`src/spn_block_cipher_16_unit_assert.svh`:
```
// Assertion macros for the 16-bit SPN cipher unit.
// Used by the top level; expects clk and rst in scope.
`ifndef SPN_BLOCK_CIPHER_16_UNIT_ASSERT_SVH
`define SPN_BLOCK_CIPHER_16_UNIT_ASSERT_SVH

// Generic clocked check, disabled while in reset.
`define SPNC_CHECK(lbl, prop, msg) \
  lbl: assert property (@(posedge clk) disable iff (rst) prop) else $error(msg);

// Fixed-latency check: each accepted beat (acc) must be followed by strobe at the offset set by lat.
`define SPNC_LATENCY(lbl, acc, strobe, lat, msg) \
  lbl: assert property (@(posedge clk) disable iff (rst) (acc) |-> ##lat (strobe)) \
    else $error(msg);

`endif

```
`src/spnc_pkg.sv`:
```
// Shared types, constants and round functions for the 16-bit SPN cipher.
// No dependencies.
`timescale 1ns / 1ps

package spnc_pkg;

  localparam int BLK_W      = 16;
  localparam int NUM_STAGES = 4;
  localparam int CFG_IDX_W  = 1;

  typedef logic [BLK_W-1:0]     blk_t;
  typedef logic [CFG_IDX_W-1:0] cfg_idx_t;
  typedef logic [3:0]           nib_t;

  localparam cfg_idx_t REG_KEY = 1'b0;
  localparam cfg_idx_t REG_DIR = 1'b1;

  // Per-stage control: item direction and whether this stage is the outer
  // (key-whitened, no transpose) round for that direction.
  typedef struct packed {
    logic dir;
    logic outer;
  } stage_ctl_t;

  localparam nib_t SBOX_FWD [16] = '{
    4'hE, 4'h4, 4'hD, 4'h1, 4'h2, 4'hF, 4'hB, 4'h8,
    4'h3, 4'hA, 4'h6, 4'hC, 4'h5, 4'h9, 4'h0, 4'h7
  };

  localparam nib_t SBOX_INV [16] = '{
    4'hE, 4'h3, 4'h4, 4'h8, 4'h1, 4'hC, 4'hA, 4'hF,
    4'h7, 4'hD, 4'h9, 4'h6, 4'hB, 4'h2, 4'h0, 4'h5
  };

  function automatic blk_t sub_fwd(blk_t v);
    blk_t r;
    for (int n = 0; n < 4; n++) begin
      r[4*n +: 4] = SBOX_FWD[v[4*n +: 4]];
    end
    return r;
  endfunction

  function automatic blk_t sub_inv(blk_t v);
    blk_t r;
    for (int n = 0; n < 4; n++) begin
      r[4*n +: 4] = SBOX_INV[v[4*n +: 4]];
    end
    return r;
  endfunction

  // 4x4 bit transpose, positions counted from the MSB.
  function automatic blk_t transpose(blk_t v);
    blk_t r;
    for (int p = 0; p < 16; p++) begin
      r[15-p] = v[15 - ((p % 4) * 4 + p / 4)];
    end
    return r;
  endfunction

  // Rotate left by 4*n bits.
  function automatic blk_t rotl_nib(blk_t v, logic [1:0] n);
    blk_t r;
    case (n)
      2'd0:    r = v;
      2'd1:    r = {v[11:0], v[15:12]};
      2'd2:    r = {v[7:0],  v[15:8]};
      default: r = {v[3:0],  v[15:4]};
    endcase
    return r;
  endfunction

endpackage

```
`src/spnc_stage.sv`:
```
// One registered round of the SPN cipher, encrypt or decrypt per beat.
// Depends on spnc_pkg.
`timescale 1ns / 1ps

module spnc_stage
  import spnc_pkg::*;
(
  input  logic       clk,
  input  logic       rst,
  input  logic       in_valid,
  input  stage_ctl_t ctl,
  input  blk_t       in_data,
  input  blk_t       key_a,
  input  blk_t       key_b,
  output logic       out_valid,
  output logic       out_dir,
  output blk_t       out_data
);

  blk_t enc_sub;
  blk_t dec_pre;
  blk_t data_next;

  // Encrypt: xor key_a, S-box, then transpose or (outer) xor key_b.
  // Decrypt: xor key_a (outer) or transpose, inverse S-box, xor key_b.
  always_comb begin
    enc_sub = sub_fwd(in_data ^ key_a);
    dec_pre = ctl.outer ? (in_data ^ key_a) : transpose(in_data);
    if (ctl.dir) begin
      data_next = sub_inv(dec_pre) ^ key_b;
    end else begin
      data_next = ctl.outer ? (enc_sub ^ key_b) : transpose(enc_sub);
    end
  end

  always_ff @(posedge clk) begin
    if (rst) begin
      out_valid <= 1'b0;
    end else begin
      out_valid <= in_valid;
    end
  end

  always_ff @(posedge clk) begin
    out_dir  <= ctl.dir;
    out_data <= data_next;
  end

endmodule

```
`src/spn_block_cipher_16_unit.sv`:
```
`timescale 1ns / 1ps
// 16-bit SPN block cipher, fully pipelined: one round per stage, four
// stages. A block is taken on any cycle with start high (busy stays low),
// and its result appears with done after the four round registers, which
// set the latency; the unit sustains one block per clock. done is a
// one-cycle strobe; the receiver cannot stall, so results must be captured
// when shown. The user must write cipher_key and direction through the cfg
// port only while no block is in flight; the unit does not enforce it.
// direction travels with each beat. Depends on spnc_pkg and spnc_stage.
`include "spn_block_cipher_16_unit_assert.svh"

module spn_block_cipher_16_unit
  import spnc_pkg::*;
(
  input  logic                 clk,
  input  logic                 rst,
  input  logic                 start,
  output logic                 busy,
  input  logic [BLK_W-1:0]     block_in,
  output logic                 done,
  output logic [BLK_W-1:0]     block_out,
  input  logic                 cfg_we,
  input  logic [CFG_IDX_W-1:0] cfg_index,
  input  logic [BLK_W-1:0]     cfg_wdata
);

  blk_t cipher_key;
  logic direction;

  logic v   [NUM_STAGES+1];
  logic d   [NUM_STAGES+1];
  blk_t x   [NUM_STAGES+1];

  always_ff @(posedge clk) begin
    if (rst) begin
      cipher_key <= '0;
      direction  <= 1'b0;
    end else if (cfg_we) begin
      unique case (cfg_index)
        REG_KEY: cipher_key <= cfg_wdata;
        REG_DIR: direction  <= cfg_wdata[0];
        default: ;
      endcase
    end
  end

  // Pipeline never stalls.
  assign busy = 1'b0;

  assign v[0] = start;
  assign d[0] = direction;
  assign x[0] = block_in;

  for (genvar s = 0; s < NUM_STAGES; s++) begin : g_stage
    localparam logic IS_FIRST = (s == 0);
    localparam logic IS_LAST  = (s == NUM_STAGES - 1);

    stage_ctl_t ctl;
    blk_t       key_a;
    blk_t       key_b;

    // Encrypt uses round key s then the raw key; decrypt starts from the
    // raw key and walks the rotations back down.
    always_comb begin
      ctl.dir   = d[s];
      ctl.outer = d[s] ? IS_FIRST : IS_LAST;
      key_a     = d[s] ? cipher_key : rotl_nib(cipher_key, 2'(s));
      key_b     = d[s] ? rotl_nib(cipher_key, 2'(NUM_STAGES - 1 - s)) : cipher_key;
    end

    spnc_stage u_stage (
      .clk      (clk),
      .rst      (rst),
      .in_valid (v[s]),
      .ctl      (ctl),
      .in_data  (x[s]),
      .key_a    (key_a),
      .key_b    (key_b),
      .out_valid(v[s+1]),
      .out_dir  (d[s+1]),
      .out_data (x[s+1])
    );
  end

  assign done      = v[NUM_STAGES];
  assign block_out = x[NUM_STAGES];

  `SPNC_LATENCY(a_lat_fixed, start && !busy, done, 4, "accepted beat did not leave on time")
  `SPNC_CHECK(a_no_ghost, done |-> ($past(start, 4) && !$past(rst, 4)), "result without a beat")
  `SPNC_CHECK(a_dir_kept, done |-> (d[NUM_STAGES] == $past(direction, 4)), "direction lost")

endmodule
```
`config.mk`:
```
export PLATFORM = sky130hd
export DESIGN_NAME = spn_block_cipher_16_unit
export DESIGN_NICKNAME = d
export VERILOG_FILES = /design/src/spnc_pkg.sv /design/src/spnc_stage.sv /design/src/spn_block_cipher_16_unit.sv
export VERILOG_INCLUDE_DIRS = /design/src /design/src/src
export SDC_FILE = /design/constraint.sdc
export NUM_CORES = 1
export LEC_CHECK = 0
export BUFFER_PORTS_ARGS = -buffer_cell sky130_fd_sc_hd__clkbuf_2
export CORE_ASPECT_RATIO = 0.8
export CORE_MARGIN = 2
export CORE_UTILIZATION = 29
export DETAILED_ROUTE_END_ITERATION = 6
export PLACE_DENSITY_LB_ADDON = 0.05
export SKIP_LAST_GASP = 1
export SLEW_MARGIN = 0
export SYNTH_ARGS = -nofsm -noshare
export SYNTH_HDL_FRONTEND = slang
export SYNTH_SLANG_ARGS = --single-unit
export TNS_END_PERCENT = 1
```
`constraint.sdc`:
```
create_clock -name clk -period 2.2 [get_ports clk]
set_input_delay 0.33 -clock clk [delete_from_list [all_inputs] [get_ports clk]]
set_output_delay 0.33 -clock clk [all_outputs]
set_load 0.005 [all_outputs]
```
Word level (Yosys, flattened, before mapping)
Memories as Yosys holds them, arrays and structs flattened.
Cells that the tools add are included.
Word-level totals
  latch bits: 0
  memories: 32
  output and inout port bits: 18
  bits of input ports: 37
  logic and storage cells: 200
  bits in writable memories: 0
  register bits after elaboration: 88
  ROM bits: 2048
Memories
  (name not given): depth 16, bits a word 4, rd ports 1, clocked after Yosys merged registers in 0, wr ports 0, RTL line spnc_pkg.sv:46  | r[4*n +: 4] = SBOX_INV[v[4*n +: 4]];
  (name not given): depth 16, bits a word 4, rd ports 1, clocked after Yosys merged registers in 0, wr ports 0, RTL line spnc_pkg.sv:38  | r[4*n +: 4] = SBOX_FWD[v[4*n +: 4]];
  (name not given): depth 16, bits a word 4, rd ports 1, clocked after Yosys merged registers in 0, wr ports 0, RTL line spnc_pkg.sv:38
  (name not given): depth 16, bits a word 4, rd ports 1, clocked after Yosys merged registers in 0, wr ports 0, RTL line spnc_pkg.sv:38
  (name not given): depth 16, bits a word 4, rd ports 1, clocked after Yosys merged registers in 0, wr ports 0, RTL line spnc_pkg.sv:38
  (name not given): depth 16, bits a word 4, rd ports 1, clocked after Yosys merged registers in 0, wr ports 0, RTL line spnc_pkg.sv:38
  +26 memories
Cells by class
  div/mod/pow operators: 0
  $mul: 0
  shifts and indexed selects: 0
  mux-type cells: 78
  bitwise gates (word level): 43
  equality and inequality tests: 0
  add/sub/neg operators: 0
  $lt $le $gt $ge: 32
  reduce and logical (&&, ||, !) cells: 2
Operators by type and width (count)
  4-bit 2-to-1 mux: 64
  16-bit 2-to-1 mux: 13
  5-bit greater-or-equal comparator (second input constant): 32
  4-bit NOT with 5-bit output: 32
  16-bit XOR: 10
  2-bit AND reduction: 2
  1-bit 2-to-1 mux: 1
  1-bit NOT: 1

Longest topological paths before layout
  depth after elaboration: 9
  mapped depth: 12
  mapped depth without buffers: 9

Modules after synthesis
A second synthesis with hierarchy kept.
Unflattened totals
  cell total of the unflattened synthesis: 1635
  area, all modules: 13345.3 um^2
By module, submodules not included
  spnc_stage at g_stage[1].u_stage ...: area each 2907.8 um^2, seq. area each 360.3 um^2, times used 3, cells each 347
  spnc_stage at g_stage[0].u_stage: area each 2817.7 um^2, seq. area each 360.3 um^2, times used 1, cells each 346
  spn_block_cipher_16_unit: area each 1804.2 um^2, seq. area each 340.3 um^2, times used 1, cells each 248

Least setup slack after synthesis
No wires, ideal clock.
  kind: register to register
  start: register g_stage[2].u_stage.out_dir
  end: register g_stage[3].u_stage.out_data[7]
  clock period less this slack: 2235 ps
  data required time: 2128 ps
  cell stages (with the launch flop): 11
  setup time: 72 ps
  arrival time: 2163 ps
  path buffers: 3
  setup slack: -35 ps
  cell sequence: dfxtp_1 buf_6 buf_6 clkbuf_1 o21a_1 inv_1 ha_1 nor3b_1 a311o_1 o22ai_1 xnor2_1
Between the ends
  longest elaborated chain between the ends: 9
  elaborated cells between the ends (all ways): 14
  classes of those cells: mux: 7; bitwise: 5; memory: 2
Ends and longest elaborated chain
  start, declared: RTL line spnc_stage.sv:16  | output logic out_dir,
  start signal, assigned: RTL line spnc_stage.sv:45  | out_dir <= ctl.dir;
  16-bit 2-to-1 mux: RTL line spn_block_cipher_16_unit.sv:67  | key_a = d[s] ? cipher_key : rotl_nib(cipher_key, 2'(s));
  16-bit XOR: RTL line spnc_stage.sv:27, spnc_stage.sv:28
  16-bit 2-to-1 mux: RTL line spnc_stage.sv:28  | dec_pre = ctl.outer ? (in_data ^ key_a) : transpose(in_data);
  4-bit NOT with 5-bit output (implied by the code): RTL line spnc_pkg.sv:46
  memory 16 x 4 bit
  4-bit 2-to-1 mux (implied by the code) (2 in a row): RTL line spnc_pkg.sv:46
  16-bit XOR: RTL line spnc_stage.sv:30  | data_next = sub_inv(dec_pre) ^ key_b;
  16-bit 2-to-1 mux *: RTL line spnc_stage.sv:29  | if (ctl.dir) begin
  via g_stage[3].u_stage.data_next[7]: RTL line spnc_stage.sv:22  | blk_t data_next;
  end signal, assigned: RTL line spnc_stage.sv:46  | out_data <= data_next;
  end, declared: RTL line spnc_stage.sv:17  | output blk_t out_data
Mark *: on every way through the listed nets, which the timed path passes. The rest lies on a longest branch. The select of a mux whose other input is x is not followed.
A chain may end at the register's enable or synchronous reset.

Final worst setup path
  start: register cipher_key[8]
  end: register g_stage[3].u_stage.out_data[7]
Between the ends
  longest elaborated chain between the ends: 9
  elaborated cells between the ends (all ways): 14
  classes of those cells: mux: 7; bitwise: 5; memory: 2
Ends and longest elaborated chain
  start, declared: RTL line spn_block_cipher_16_unit.sv:27  | blk_t cipher_key;
  start signal, assigned: RTL line spn_block_cipher_16_unit.sv:40  | REG_KEY: cipher_key <= cfg_wdata;
  16-bit 2-to-1 mux *: RTL line spn_block_cipher_16_unit.sv:67
  16-bit XOR *: RTL line spnc_stage.sv:27, spnc_stage.sv:28
  16-bit 2-to-1 mux: RTL line spnc_stage.sv:28
  4-bit NOT with 5-bit output (implied by the code): RTL line spnc_pkg.sv:46
  memory 16 x 4 bit
  4-bit 2-to-1 mux (implied by the code) (2 in a row): RTL line spnc_pkg.sv:46
  16-bit XOR: RTL line spnc_stage.sv:30
  16-bit 2-to-1 mux *: RTL line spnc_stage.sv:29
  via g_stage[3].u_stage.data_next[7]: RTL line spnc_stage.sv:22
Marks and branches as above.

==> results by group <==
Cells and area
  • Commonest non-fill, non-tap cell in the layout: buf_4
  • Area delta synth->final: 29.69%
  • Post-route cell area: 12890 µm²
  • Share of post-route cells with drive strength above 1: 0.2444
  • Nets@finish: 1604
  • Multi-input gate area: 7732 µm²
  • Most frequent cells in the layout: buf_4 (213), xnor2_1 (125), nand2_1 (120), a21oi_1 (92), mux2i_1 (91)
  • Number of fill cells: 3514
  • Ant. Diodes: 0
  • Storage cell area: 1777 µm²

Worst setup path
  • Critical path required time: 2500 ps
  • Crit path largest cell delay: 410 ps
  • Slowest CP cell: dfxtp_1
  • CP most frequent cell: xnor2_1
  • CP Capture Type: flip-flop
  • Worst path cell trace: buf_12 -> xnor2_1 -> o21a_1 -> inv_1 -> ha_1 -> nor3b_1 -> a311o_1 -> o22ai_1 -> xnor2_1
  • Startpoint class of the critical path: flip-flop
  • Crit path DAT: 2440 ps
  • Critical-path maximum fanout: 11
  • CP Class: flip-flop to flip-flop

Floorplan
  • Core ar.: 33710 µm²
  • Die area: 35770 µm²
  • Die X: 210.9 µm
  • IO Pins: 55
  • Num rows: 60
  • Die height: 169.6 µm
  • Initial core utilization: 0.2948

Global route
  • Vias in the first global route: 9115
  • Initial antenna violation count: 0
  • First-pass GRT wire length: 53.77 mm
  • GRT Overall Usage: 0.1962
  • Grt ovf: 0
  • Pin count of the biggest net entering global routing: 26

Timing
  • RSZ-0062 raised after global routing: true
  • Endpoints failing hold: 0
  • Crit path time final: 2145 ps
  • Worst Max-Slew Pin Slew: 654.4 ps
  • Hold_ws: 185.3 ps
  • Slew HR: 0.5637
  • Clk_skew: 9.543 ps
  • Final Setup Violations: 0
  • Tcrit/Tclk final: 0.9748
  • Max Clk Rate: 466.3 MHz
  • Final worst slack: 55.40 ps
  • Final setup TNS: 0 ps
  • Final Max Slew Viols: 0

Synth
  • Cell count after synthesis: 1284
  • Mapped Nets: 1387
  • Avg Synthesized Cell Area: 7.738 µm²
  • Post-synth EDFFs: 0
  • Ys flop type: dfxtp_1
  • Synth cell types: 74
  • Sequential-to-total area share from yosys stat: 0.1773
  • Warnings, synthesis: 0
  • Yosys reg bits: 88
  • Cell Area, Synth: 9936 µm²
  • Post-synth ARST share: 0

Pwr
  • Overall Power: 15.59 mW
  • Leak: 5.516 nW
  • Maximum VDD drop: 0.0005150 V
  • Power Dens Cells: 1210 nW/µm²

Placement
  • Gpl congestion: 0.8428
  • Post-DP Area: 12360 µm²
  • IO buf count: 53
  • Pre-CTS setup slack: -133.9 ps
  • Hpwl dp: 27.23 mm

Clock tree
  • Clock Latency Late Sink: 360 ps
  • CTS root buf: clkbuf_16
  • CTS Buf Count: 9
  • CTS tree: built
  • H-tree level count: 3
  • Clk buf depth: 2
  • CTS clk-pin slew, worst paths: 70 ps
  • Clock tree sinks: 88

Min path
  • Worst min-delay path class: primary input to flip-flop

Drt
  • DR vias/cell: 4.937
  • Post-route ant nets: 0
  • Initial DRT Pass Iterations: 5
  • Routed via count: 9577
  • Routed WL: 34.34 mm
  • DR DRC count: 0
  • DR iter-0 viols: 526
  • Wirelength per Cell: 17.70 µm

Run status
  • Status: complete, no violations

Job
  • Max Cap Viol: 0
area by class of cell:
class	instances	share of cell area
Inverter	63	0.01835
Multi-Input combinational cell	1053	0.6001
Sequential cell	88	0.1379
Timing Repair Buffer	286	0.1757
Clock inverter	4	0.005923
Clock buffer	12	0.01990
Tap cell	434	0.04214
through the flow:
step,util,std cells
after CTS,0.3770,1937
after floorplan,-,1284
after global placement,0.3666,1921
after detailed placement,0.3666,1921
after global routing,0.3823,1940
final,0.3823,1940
where the power goes:
| part | total (mW) | internal (mW) | switching, mW |
|---|---|---|---|
| Clock | 1.80 | 1.06 | 0.742 |
| Combinational | 10.8 | 5.15 | 5.63 |
| Sequential | 3.01 | 2.19 | 0.816 |
| Total | 15.6 | 8.40 | 7.19 |
cell usage after synthesis, types with 7 or more instances:
master,n,area share
a2111oi_0,11,0.0097
a211oi_1,10,0.0076
a21o_1,15,0.011
a21oi_1,94,0.047
a221oi_1,15,0.013
a31oi_1,17,0.011
buf_2,23,0.012
clkbuf_1,45,0.017
dfxtp_1,88,0.18
ha_1,66,0.083
inv_1,54,0.020
inv_2,7,0.0026
mux2i_1,92,0.093
nand2_1,120,0.045
nand2b_1,11,0.0069
nand3_1,21,0.011
nor2_1,87,0.033
nor2b_1,15,0.0094
nor3_1,36,0.018
nor4_1,14,0.0088
o211ai_1,9,0.0068
o21ai_0,69,0.035
o21ai_1,11,0.0055
o221ai_1,10,0.0088
or3_1,9,0.0057
xnor2_1,134,0.12
xnor2_2,11,0.018
xor2_1,65,0.057
worst max-delay path, delay by kind of cell (launching register included):
kind | cells | cell delay [ps]
buf+inv | 2 | 250
flops | 1 | 410
simple gates | 1 | 140
xor+xnor | 2 | 280
fa+ha+maj | 1 | 270
compound gates | 3 | 710
path summary, 6_finish.rpt:
path / to / startpoint / cells past startpoint / slack, ps
worst max-delay path: g_stage[3].u_stage.out_data[7] / cipher_key[8] / 9 / 60
worst min-delay path: cipher_key[10] / cfg_wdata[10] / 3 / 190
worst max register to register: g_stage[3].u_stage.out_data[7] / cipher_key[8] / 9 / 60
worst min register to register: g_stage[2].u_stage.out_valid / g_stage[1].u_stage.out_valid / 1 / 450
layer usage:
| layer | GRT usage | wire length, µm |
|---|---|---|
| met1 | 0.3034 | 18950 |
| met5 | 0 | 0 |
| met4 | 0.02572 | 233 |
| met3 | 0.02165 | 950 |
| met2 | 0.2955 | 14210 |
cells by family (layout without fill, tap and decap cells):
family | Yosys count | after routing | share of synthesized area
compound gates | 325 | 325 | 0.2104
xor+xnor | 213 | 213 | 0.1983
fa+ha+maj | 68 | 68 | 0.08513
buf+inv | 143 | 365 | 0.06108
flops | 88 | 88 | 0.1773
mux | 102 | 102 | 0.1068
other cells | 1 | 1 | 0.0003774
simple gates | 344 | 344 | 0.1606
flip-flops by register name, indices dropped and copies added (netlist names):
name                       flops
g_stage.u_stage.out_data      64
cipher_key                    16
g_stage.u_stage.out_valid      4
g_stage.u_stage.out_dir        3
direction                      1
timing repair:
item | 4_1_cts | 5_1_grt
setup endpoints to repair | 20 | 43
pin swaps | 0 | 2
hold buffers | 0 | 0
buffers inserted | 0 | 3
resized for setup | 4 | 29
Note: power is estimated with default switching activity, not from simulation.
